--- src/assert_macros.svh ---
// Concurrent assertion helpers shared by the RTL.
`ifndef ASSERT_MACROS_SVH
`define ASSERT_MACROS_SVH

// Check a property on every rising clock edge outside reset.
`define ASSERT_CLK(lbl, clk, rst_n, prop) \
  lbl: assert property (@(posedge clk) disable iff (!rst_n) (prop)) \
    else $error("assertion failed");

// Check that a condition never holds outside reset.
`define ASSERT_NEVER(lbl, clk, rst_n, cond) \
  `ASSERT_CLK(lbl, clk, rst_n, !(cond))

`endif

--- src/ttbm_pkg.sv ---
`default_nettype none

package ttbm_pkg;

  localparam logic [4:0] VolMax      = 5'd20;
  localparam logic [4:0] VolReset    = 5'd10;
  localparam logic [7:0] PeriodReset = 8'd6;

  typedef enum logic [2:0] {
    CmdPlayBoth = 3'd0,
    CmdPlayOne  = 3'd1,
    CmdPlayTwo  = 3'd2,
    CmdStop     = 3'd3,
    CmdTick     = 3'd4,
    CmdSetVol   = 3'd5,
    CmdVolUp    = 3'd6,
    CmdVolDown  = 3'd7
  } cmd_e;

  typedef struct packed {
    logic [2:0]  command;
    logic [15:0] first_freq;
    logic [15:0] second_freq;
    logic [15:0] tone_freq;
    logic [7:0]  new_volume;
  } in_item_t;

  typedef struct packed {
    logic        freq_written;
    logic [15:0] pwm_freq;
    logic [9:0]  pwm_duty;
  } out_item_t;

  typedef struct packed {
    logic      vld;
    out_item_t data;
  } result_t;

  // Duty per volume step: exponential, linear past 16.
  function automatic logic [9:0] duty_of(logic [4:0] vol);
    logic [9:0] d;
    case (vol)
      5'd0:    d = 10'd0;
      5'd1:    d = 10'd1;
      5'd2:    d = 10'd2;
      5'd3:    d = 10'd3;
      5'd4:    d = 10'd4;
      5'd5:    d = 10'd6;
      5'd6:    d = 10'd8;
      5'd7:    d = 10'd12;
      5'd8:    d = 10'd16;
      5'd9:    d = 10'd24;
      5'd10:   d = 10'd32;
      5'd11:   d = 10'd48;
      5'd12:   d = 10'd64;
      5'd13:   d = 10'd96;
      5'd14:   d = 10'd128;
      5'd15:   d = 10'd192;
      5'd16:   d = 10'd256;
      5'd17:   d = 10'd320;
      5'd18:   d = 10'd384;
      5'd19:   d = 10'd448;
      default: d = 10'd512;
    endcase
    return d;
  endfunction

endpackage

`default_nettype wire

--- src/ttbm_engine.sv ---
`default_nettype none
`include "assert_macros.svh"

module ttbm_engine (
  input  wire logic                clk_i,
  input  wire logic                rst_ni,
  input  wire logic                go_i,
  input  wire ttbm_pkg::in_item_t  item_i,
  input  wire logic [7:0]          period_i,
  output ttbm_pkg::result_t        res_o
);

  logic [15:0] c1_q, c1_d;
  logic [15:0] c2_q, c2_d;
  logic        flag_q, flag_d;
  logic [15:0] ms_q, ms_d;
  logic [4:0]  vol_q, vol_d;

  logic [15:0] ms_inc;
  logic        emit;
  logic [15:0] emit_f;
  logic        vol_cmd;
  logic        vol_hit;
  ttbm_pkg::cmd_e cmd;

  assign cmd    = ttbm_pkg::cmd_e'(item_i.command);
  assign ms_inc = (ms_q == 16'hFFFF) ? ms_q : ms_q + 16'd1;

  always_comb begin
    c1_d    = c1_q;
    c2_d    = c2_q;
    flag_d  = flag_q;
    ms_d    = ms_q;
    vol_d   = vol_q;
    emit    = 1'b0;
    emit_f  = 16'd0;
    vol_cmd = 1'b0;
    unique case (cmd)
      ttbm_pkg::CmdPlayBoth: begin
        c1_d   = item_i.first_freq;
        c2_d   = item_i.second_freq;
        emit   = 1'b1;
        emit_f = (item_i.first_freq != 16'd0) ? item_i.first_freq : item_i.second_freq;
      end
      ttbm_pkg::CmdPlayOne: begin
        c1_d = item_i.tone_freq;
        if (item_i.tone_freq != 16'd0) begin
          emit   = 1'b1;
          emit_f = item_i.tone_freq;
        end else if (c2_q == 16'd0) begin
          emit = 1'b1;
        end
      end
      ttbm_pkg::CmdPlayTwo: begin
        c2_d = item_i.tone_freq;
        if (c1_q == 16'd0) begin
          emit   = 1'b1;
          emit_f = item_i.tone_freq;
        end
      end
      ttbm_pkg::CmdStop: begin
        c1_d = 16'd0;
        c2_d = 16'd0;
        emit = 1'b1;
      end
      ttbm_pkg::CmdTick: begin
        ms_d = ms_inc;
        if (c1_q == 16'd0 && c2_q == 16'd0) begin
          emit = 1'b0;
        end else if (c2_q == 16'd0) begin
          if (flag_q) begin
            flag_d = 1'b0;
            emit   = 1'b1;
            emit_f = c1_q;
          end
        end else if (c1_q == 16'd0) begin
          if (!flag_q) begin
            flag_d = 1'b1;
            emit   = 1'b1;
            emit_f = c2_q;
          end
        end else if (ms_inc >= {8'd0, period_i}) begin
          ms_d   = 16'd0;
          flag_d = ~flag_q;
          emit   = 1'b1;
          emit_f = flag_q ? c2_q : c1_q;
        end
      end
      ttbm_pkg::CmdSetVol: begin
        vol_cmd = 1'b1;
        vol_d   = (item_i.new_volume > {3'd0, ttbm_pkg::VolMax}) ?
                  ttbm_pkg::VolMax : item_i.new_volume[4:0];
      end
      ttbm_pkg::CmdVolUp: begin
        vol_cmd = (vol_q < ttbm_pkg::VolMax);
        if (vol_cmd) vol_d = vol_q + 5'd1;
      end
      ttbm_pkg::CmdVolDown: begin
        vol_cmd = (vol_q != 5'd0);
        if (vol_cmd) vol_d = vol_q - 5'd1;
      end
      default: begin
        emit = 1'b0;
      end
    endcase
    // A volume change replays c1_q if flag_q or c1_q, else c2_q.
    vol_hit = vol_cmd && (c1_q != 16'd0 || c2_q != 16'd0);
    if (vol_hit) begin
      emit   = 1'b1;
      emit_f = (flag_q || c1_q != 16'd0) ? c1_q : c2_q;
    end
  end

  always_comb begin
    res_o.vld = emit;
    if (emit_f == 16'd0 || vol_d == 5'd0) begin
      res_o.data.freq_written = 1'b0;
      res_o.data.pwm_freq     = 16'd0;
      res_o.data.pwm_duty     = 10'd0;
    end else begin
      res_o.data.freq_written = 1'b1;
      res_o.data.pwm_freq     = emit_f;
      res_o.data.pwm_duty     = ttbm_pkg::duty_of(vol_d);
    end
  end

  always_ff @(posedge clk_i or negedge rst_ni) begin
    if (!rst_ni) begin
      c1_q   <= 16'd0;
      c2_q   <= 16'd0;
      flag_q <= 1'b0;
      ms_q   <= 16'd0;
      vol_q  <= ttbm_pkg::VolReset;
    end else if (go_i) begin
      c1_q   <= c1_d;
      c2_q   <= c2_d;
      flag_q <= flag_d;
      ms_q   <= ms_d;
      vol_q  <= vol_d;
    end
  end

  `ASSERT_NEVER(a_vol_range, clk_i, rst_ni, vol_q > ttbm_pkg::VolMax)
  `ASSERT_CLK(a_mute_zero, clk_i, rst_ni,
    res_o.vld && !res_o.data.freq_written |->
      res_o.data.pwm_freq == 16'd0 && res_o.data.pwm_duty == 10'd0)
  `ASSERT_CLK(a_flag_on_tick, clk_i, rst_ni,
    !$stable(flag_q) |-> $past(go_i) && $past(item_i.command) == ttbm_pkg::CmdTick)

endmodule

`default_nettype wire

--- src/two_tone_buzzer_multiplexer.sv ---
// Channel   Direction  Handshake               Payload
// in        input      in_valid_i/in_ready_o   in_data_i   (ttbm_pkg::in_item_t)
// out       output     out_valid_o/out_ready_i out_data_o  (ttbm_pkg::out_item_t)
// cfg       input      cfg_we_i                cfg_wdata_i (mux period in ms)
//
// One item per cycle sustained while the output is not stalled; an item passes
// the input register, then the command engine, then the result register.
// Reset: volume 10, period 6 ms, both channels silent, mux flag and counter 0.
// A stalled output holds its result; the input register keeps its item until
// the result register frees up, and only items that give no result bypass.
// Configuration writes go into the period register and are never stalled.
`default_nettype none
`include "assert_macros.svh"

module two_tone_buzzer_multiplexer (
  input  wire logic                 clk_i,
  input  wire logic                 rst_ni,
  input  wire logic                 in_valid_i,
  output logic                      in_ready_o,
  input  wire ttbm_pkg::in_item_t   in_data_i,
  output logic                      out_valid_o,
  input  wire logic                 out_ready_i,
  output ttbm_pkg::out_item_t       out_data_o,
  input  wire logic                 cfg_we_i,
  input  wire logic [7:0]           cfg_wdata_i
);

  // Mux period register.
  logic [7:0] period_q;

  // Input stage.
  logic               item_vld_q;
  ttbm_pkg::in_item_t item_q;

  // Result stage.
  logic                out_vld_q;
  ttbm_pkg::out_item_t out_q;

  ttbm_pkg::result_t res;
  logic              out_free;
  logic              s1_go;
  logic              in_take;

  // The result register is free when empty or being drained this cycle.
  assign out_free = !out_vld_q || out_ready_i;
  // Advance the input stage when its result (if any) has somewhere to go.
  assign s1_go    = item_vld_q && (!res.vld || out_free);
  assign in_ready_o = !item_vld_q || s1_go;
  assign in_take    = in_valid_i && in_ready_o;

  ttbm_engine u_engine (
    .clk_i    (clk_i),
    .rst_ni   (rst_ni),
    .go_i     (s1_go),
    .item_i   (item_q),
    .period_i (period_q),
    .res_o    (res)
  );

  always_ff @(posedge clk_i or negedge rst_ni) begin
    if (!rst_ni) begin
      period_q <= ttbm_pkg::PeriodReset;
    end else if (cfg_we_i) begin
      period_q <= cfg_wdata_i;
    end
  end

  always_ff @(posedge clk_i or negedge rst_ni) begin
    if (!rst_ni) begin
      item_vld_q <= 1'b0;
    end else if (in_ready_o) begin
      item_vld_q <= in_valid_i;
    end
  end

  // Payload register: load on accept only.
  always_ff @(posedge clk_i) begin
    if (in_take) begin
      item_q <= in_data_i;
    end
  end

  always_ff @(posedge clk_i or negedge rst_ni) begin
    if (!rst_ni) begin
      out_vld_q <= 1'b0;
    end else if (s1_go && res.vld) begin
      out_vld_q <= 1'b1;
    end else if (out_ready_i) begin
      out_vld_q <= 1'b0;
    end
  end

  always_ff @(posedge clk_i) begin
    if (s1_go && res.vld) begin
      out_q <= res.data;
    end
  end

  assign out_valid_o = out_vld_q;
  assign out_data_o  = out_q;

  `ASSERT_CLK(a_out_from_stage, clk_i, rst_ni, $rose(out_valid_o) |-> $past(item_vld_q))
  `ASSERT_CLK(a_stage_holds, clk_i, rst_ni, item_vld_q && !in_ready_o |=> item_vld_q)
  `ASSERT_CLK(a_empty_ready, clk_i, rst_ni, !item_vld_q |-> in_ready_o)

endmodule

`default_nettype wire
--- config.mk ---
export PLATFORM = sky130hd
export DESIGN_NAME = two_tone_buzzer_multiplexer
export DESIGN_NICKNAME = d
export VERILOG_FILES = /design/src/ttbm_pkg.sv /design/src/ttbm_engine.sv /design/src/two_tone_buzzer_multiplexer.sv
export VERILOG_INCLUDE_DIRS = /design/src /design/src/src
export SDC_FILE = /design/constraint.sdc
export NUM_CORES = 1
export LEC_CHECK = 0
export BUFFER_PORTS_ARGS = -buffer_cell sky130_fd_sc_hd__buf_2
export CAP_MARGIN = 10
export CORE_MARGIN = 2
export CORE_UTILIZATION = 55
export CTS_CLUSTER_SIZE = 10
export DETAILED_ROUTE_END_ITERATION = 10
export PLACE_DENSITY = 0.88
export REMOVE_ABC_BUFFERS = 1
export SYNTH_ARGS = -nofsm -noshare
export SYNTH_HDL_FRONTEND = slang
export SYNTH_HIERARCHICAL = 1
export SYNTH_SLANG_ARGS = --single-unit
export TNS_END_PERCENT = 20
--- constraint.sdc ---
create_clock -name clk_i -period 7.6 [get_ports clk_i]
set_input_delay 0.76 -clock clk_i [delete_from_list [all_inputs] [get_ports clk_i]]
set_output_delay 0.76 -clock clk_i [all_outputs]
set_load 0.01 [all_outputs]
Word-level counts from Yosys, hierarchy flattened. Memory sizes are Yosys's and may differ from the RTL's. Cells that the tools add are included.

Flip-flop bits (word level): 150. Bits in read-only memories: 320. Input port bits: 72. Output and inout port bits: 29. Word-level logic and storage cells: 108. Memories kept: 1.

Memory list: (name not given) (words 32, width 10, read ports 1, clocked after memory_dff 0, write ports 0, RTL line ttbm_pkg.sv:42) `case (vol)`.

$add $sub $neg: 3. Order comparisons: 3. Eq/ne operators: 8. Multiplexer cells: 42. Bitwise operators: 2. Reductions and logical operators: 33.

Operators with widths (number): 2-to-1 mux 16 bit (17); case mux 16 bit (3 select lines) (2); case mux 16 bit (4 select lines) (1); nonzero test 16 bit (4); zero test 16 bit (3); 2-to-1 mux 27 bit (1); adder 16 x 1 -> 16 bit, second input constant (1); equality test 16 bit, second input constant (1); greater-or-equal comparator 16 x 8 -> 1 bit (1); 2-to-1 mux 1 bit (15); 2-to-1 mux 5 bit (3); case mux 5 bit (3 select lines) (1); equality test 3 bit, second input constant (4); nonzero test 3 bit (3); greater-than comparator 8 x 5 -> 1 bit, second input constant (1); equality test 3 x 2 -> 1 bit, second input constant (2); logical OR 1 bit (6); AND reduction 2 bit (3); adder 5 x 1 -> 5 bit, second input constant (1); logical AND 1 bit (5); zero test 5 bit (1); less-than comparator 5 bit, second input constant (1); nonzero test 5 bit (1); subtractor 5 x 1 -> 5 bit, second input constant (1); 9 further kinds (12).

Depth between registers and ports, before layout.
Depth after elaboration: 14. Mapped depth: 24. Depth with buffers taken out: 20.

Modules after synthesis. The synthesis kept the hierarchy.

By module, submodules not included: ttbm_engine (times used 1, cells each 724, area each 5265.0 sq um, seq. area each 1353.8 sq um); two_tone_buzzer_multiplexer (times used 1, cells each 113, area each 3015.4 sq um, seq. area each 2835.2 sq um).

Least setup slack after synthesis. No wires, ideal clock.

Path kind: register to register. From: reg u_engine.ms_q[0]. To: reg item_q[0] in the netlist's numbering (enable). Setup time: 423 ps. Arrival time: 5150 ps. Required time: 7177 ps. Setup slack: 2027 ps. Stages on the path, launching flop included: 20. Buffers on the path: 2. Clock period less this slack: 5573 ps. Path through: dfrtp_1 -> ha_1 -> nand4_1 -> nor3_1 -> nand2b_1 -> clkbuf_1 -> nand3_1 -> xnor2_1 -> ha_1 -> a21o_1 -> a21oi_1 -> o311ai_1 -> nand4b_1 -> or2_2 -> nor3_1 -> o21ai_0 -> a31o_2 -> buf_4 -> nand4b_1 -> and2_1.

Longest elaborated chain between the ends: 14. Elaborated cells between the ends (all ways): 15. Those cells by class: add/sub: 1; order compare: 1; eq/ne: 1; mux: 7; reduce/logical: 5.

RTL lines: from (decl) (RTL line ttbm_engine.sv:16) `logic [15:0] ms_q, ms_d;`; from (signal assigned) (RTL line ttbm_engine.sv:138) `ms_q <= ms_d;`; adder 16 x 1 -> 16 bit or equality test 16 bit (tied branches) (RTL line ttbm_engine.sv:27) `assign ms_inc = (ms_q == 16'hFFFF) ? ms_q : ms_q + 16'd1;`; 2-to-1 mux 16 bit * (RTL line ttbm_engine.sv:27); greater-or-equal comparator 16 x 8 -> 1 bit * (RTL line ttbm_engine.sv:82) `end else if (ms_inc >= {8'd0, period_i}) begin`; 2-to-1 mux 1 bit * (RTL line ttbm_engine.sv:82); 2-to-1 mux 1 bit * (RTL line ttbm_engine.sv:76) `end else if (c1_q == 16'd0) begin`; 2-to-1 mux 1 bit * (RTL line ttbm_engine.sv:70) `end else if (c2_q == 16'd0) begin`; 2-to-1 mux 1 bit * (RTL line ttbm_engine.sv:68) `if (c1_q == 16'd0 && c2_q == 16'd0) begin`; case mux 1 bit (4 select lines) * (RTL line ttbm_engine.sv:38) `unique case (cmd)`; 2-to-1 mux 1 bit * (RTL line ttbm_engine.sv:108) `if (vol_hit) begin`; net u_engine.emit (RTL line ttbm_engine.sv:20) `logic emit;`; zero test 1 bit * (RTL line two_tone_buzzer_multiplexer.sv:47) `assign s1_go = item_vld_q && (!res.vld || out_free);`; logical OR 1 bit * (RTL line two_tone_buzzer_multiplexer.sv:47); logical AND 1 bit * (RTL line two_tone_buzzer_multiplexer.sv:47); logical OR 1 bit * (RTL line two_tone_buzzer_multiplexer.sv:48) `assign in_ready_o = !item_vld_q || s1_go;`; net in_ready_o (RTL line two_tone_buzzer_multiplexer.sv:19) `output logic in_ready_o,`; logical AND 1 bit * (RTL line two_tone_buzzer_multiplexer.sv:49) `assign in_take = in_valid_i && in_ready_o;`; net in_take (RTL line two_tone_buzzer_multiplexer.sv:42) `logic in_take;`; to (signal assigned) (RTL line two_tone_buzzer_multiplexer.sv:79) `item_q <= in_data_i;`; to (decl) (RTL line two_tone_buzzer_multiplexer.sv:33) `ttbm_pkg::in_item_t item_q;`.

Mark *: on every way through the listed nets, which the timed path passes. The rest lies on a longest branch. A chain may end at the register's enable or synchronous reset.

==> results.txt <==
Across the run, the number of max-cap violations was 0. The number of port buffers is 100. Cell type with the largest total area after synthesis: sky130_fd_sc_hd__edfxtp_1. Sorting the synthesized cells by area gives the leading types as sky130_fd_sc_hd__edfxtp_1 (31%), sky130_fd_sc_hd__dfrtp_1 (18%), sky130_fd_sc_hd__a21oi_1 (4.5%).

Once placement completed, the tool counted placed cells totaling 1076. After synthesis the netlist holds a flip-flop and latch count of 150. The die extent in x was 127 µm. The fraction of the core area covered by cells at the end of the flow is 0.646. The tools report the cell at the root of the clock tree as sky130_fd_sc_hd__clkbuf_16. Clock slew at the register clock pins of the worst setup and hold paths: 0.07 ns. The worst path needs 6.34 ns of the cycle, external delays included.

Global routing usage on met1: 0.388. The tools report the number of global-route vias before repair as 6601. The predominant post-synthesis flop cell is sky130_fd_sc_hd__edfxtp_1. Routability-driven placement finished with a final weighted congestion of 0.994. Compared with the post-synthesis result, the final layout area differs by 14.3%.

For the final routed database, the setup TNS stands at 0 ns. The cell area that synthesis handed to floorplanning was 8280 µm². The run gives 35.2 mm as the global-route wire length before repair. The initial antenna violation count came out at 0. The placeable core region was 14600 µm²; the routed length per placed instance was 19.9 µm. For the pin with the worst max-slew slack, the measured transition is 1.20 ns. The number of buffers inserted by post-CTS setup repair was 0. The peak ir drop on the vdd network is 0.000181 V, and the largest buffer count on any clock path is 2. The tools report the number of endpoints with negative hold slack in the final report as 0. The worst setup path is launched from a flip-flop.

Type of the tightest min-delay check: input port to flip-flop. Detailed-route via count: 7210. Leaving out fill and tap cells, the most frequent cell in the layout is sky130_fd_sc_hd__buf_2.

The top-level port count was 101; the portion of the post-synthesis area used by sequential elements was 0.506. For the aggregate routed wire length, the log shows 22.0 mm. The run finished with clean final reports.

Counting flops with a built-in enable in the synthesized netlist gives 86. The Yosys step of the flow raised 6 warnings. In the layout the commonest cells are sky130_fd_sc_hd__buf_2 (100), sky130_fd_sc_hd__nand2_1 (94), sky130_fd_sc_hd__edfxtp_1 (86), sky130_fd_sc_hd__a21oi_1 (75), sky130_fd_sc_hd__o21ai_0 (61).

The final standard cell area without fillers was 9460 µm²; the power density over cell area was 270 nW/µm². The placed cell area was 8880 µm²; the total global-route track usage was 0.280. The DRC violation total after the first TritonRoute iteration is 979. For this run, the top clock speed supported by timing is 158 MHz. The finished layout holds 1108 standard cells, fillers aside.

The area share of the leading cell type in the synthesized netlist works out to 0.312. Setup repair after global routing left no endpoint under its margin. The max-slew violation count was 0. The met3 track demand over resource in global routing was 0.0742.

In this run the static leakage power is 3.75 nW. The logs give 5 for the detailed-router iteration count before antenna repair and 0.565 for the initial standard-cell utilization of the core. A synthesized cell averages 9.89 µm².

0 antenna diodes ended up in the layout. Data on the critical path is required at its endpoint by 7.86 ns. Of all nets on the critical path, the largest fanout is 32. The worst setup path is of the flip-flop to flip-flop kind. The total global routing overflow is 0. For this run, design rule violations remaining after detail routing come to 0.

The endpoint type of the worst setup path is a flip-flop. The die is 127 µm tall. The final count of negative-setup-slack endpoints was 0. The fraction of final layout cells with drive strength greater than 1 was 0.201; the H-tree level count was 4.

The number of buffers created by CTS is 17, and the data arrival time of the worst path is 6.60 ns. Entering global routing, the biggest net connects 65 pins. On the final layout, the worst clock skew is 0.0124 ns.

Once detail routing completed, the nets flagged for antenna violations numbered 0. The wire-length estimate of the detail-placed layout is 15.2 mm. The number of cell rows came out at 44.

The global routing stage identified its most utilized layer as met2. The synthesized netlist contains 79 unique library cells. The clock latency on the worst-skew pair came out at 0.44 ns.

The share of the clock period used by the worst path works out to 0.834. The met2 usage is 0.435. Dividing the detail-routed via count by the number of cells gives 6.51. Async set-reset flop share out of synthesis: 0.427. Max-slew headroom at the worst pin: 0.201. After clock tree synthesis, the repair step resized 0 gates. TritonCTS built the clock tree. Clock tree synthesis found a total of 150 sinks. Synthesis handed over a netlist of 837 instances. The die footprint is 16100 µm², and the final net count is 994.

Buffers inserted to repair hold after CTS numbered 0.
==> flip-flops by register name, summed over array words and instances (netlist names) <==
register / count
u_engine/vol_q: 5
item_q: 59
u_engine/c2_q: 16
period_q: 8
out_data_o: 27
u_engine/c1_q: 16
u_engine/flag_q: 1
u_engine/ms_q: 16
item_vld_q: 1
out_valid_o: 1
==> cell families (layout without fill, tap and decap cells) <==
group	Yosys count	after routing	share of synthesized area
compound gates	270	270	0.210
xor+xnor	9	9	0.00952
fa+ha+maj	11	11	0.0166
buf+inv	80	167	0.0390
flops	150	150	0.506
mux	15	15	0.0234
simple gates	302	302	0.195
==> layer usage <==
metal / vias up / wire length, µm / part of all wire
met4: 0 / 486 / 0.022
li1: 3331 / - / -
met2: 405 / 10200 / 0.47
met1: 3429 / 9370 / 0.43
met3: 45 / 1910 / 0.087
met5: - / 0 / 0
==> path summary, 6_finish.rpt <==
check,slack [ns],end,cells past startpoint,start
max in group asynchronous,6.53,u_engine/c2_q[12]$_DFFE_PN0P_,2,rst_ni
min in group asynchronous,0.52,period_q[6]$_DFFE_PN0P_,2,rst_ni
min reg2reg,0.51,period_q[7]$_DFFE_PN0P_,1,period_q[7]$_DFFE_PN0P_
max,1.26,u_engine/c2_q[3]$_DFFE_PN0P_,20,u_engine/ms_q[0]$_DFFE_PN0P_
max reg2reg,1.26,u_engine/c2_q[3]$_DFFE_PN0P_,20,u_engine/ms_q[0]$_DFFE_PN0P_
min,0.49,item_q[54]$_DFFE_PP_,1,in_data_i[54]
==> report_power, final <==
group          switching (mW)  internal, mW
logic                   0.337         0.228
registers               0.154          1.00
clock network           0.364         0.465
==> stage by stage <==
stage	hold WS [ns]	power, mW	worst slack, ns
3_3_place_gp	0.493	1.69	1.73
3_5_place_dp	0.497	1.71	1.45
4_1_cts	0.483	2.54	1.39
6_report	0.494	2.55	1.26
2_1_floorplan	0.464	1.51	2.10
5_1_grt	0.478	2.67	0.659
==> worst max-delay path, stage by stage (launching register included) <==
cell and delay [ns]:
sky130_fd_sc_hd__dfrtp_1 0.47, sky130_fd_sc_hd__ha_1 0.32, sky130_fd_sc_hd__nand4_1 0.20, sky130_fd_sc_hd__nor3_1 0.46, sky130_fd_sc_hd__nand2b_1 0.36, sky130_fd_sc_hd__nand2_1 0.23
sky130_fd_sc_hd__xnor2_1 0.17, sky130_fd_sc_hd__ha_1 0.28, sky130_fd_sc_hd__nand3_1 0.11, sky130_fd_sc_hd__nor2_1 0.06, sky130_fd_sc_hd__a21oi_1 0.31, sky130_fd_sc_hd__nand4b_1 0.20
sky130_fd_sc_hd__or2_2 0.38, sky130_fd_sc_hd__nor3_1 0.13, sky130_fd_sc_hd__o21ai_0 0.11, sky130_fd_sc_hd__a31o_2 0.29, sky130_fd_sc_hd__a21boi_0 0.83, sky130_fd_sc_hd__nor2b_1 0.29
sky130_fd_sc_hd__nand2_1 0.58, sky130_fd_sc_hd__nand2_1 0.25, sky130_fd_sc_hd__o21ai_0 0.12
==> cells in the mapped netlist, types with 13 or more instances <==
library cell               number
sky130_fd_sc_hd__a21oi_1       75
sky130_fd_sc_hd__nand2_1       94
sky130_fd_sc_hd__nand2b_1      14
sky130_fd_sc_hd__nor2_1        40
sky130_fd_sc_hd__o21ai_0       61
sky130_fd_sc_hd__nor3b_1       13
sky130_fd_sc_hd__edfxtp_1      86
sky130_fd_sc_hd__nor3_1        20
sky130_fd_sc_hd__a31oi_1       20
sky130_fd_sc_hd__dfrtp_1       60
sky130_fd_sc_hd__clkbuf_1      46
sky130_fd_sc_hd__nand3_1       27
sky130_fd_sc_hd__inv_1         25
sky130_fd_sc_hd__nor4_1        20
sky130_fd_sc_hd__a22oi_1       19
==> final cells by class <==
class                           instances  area, µm²
Timing Repair Buffer                  110        576
Fill cell                            1168       5180
Tap cell                              184        230
Inverter                               25       93.8
Multi-Input combinational cell        607       3790
Clock buffer                           17        425
Clock inverter                         15        156
Sequential cell                       150       4190
Power figures use the tool's default switching activity.
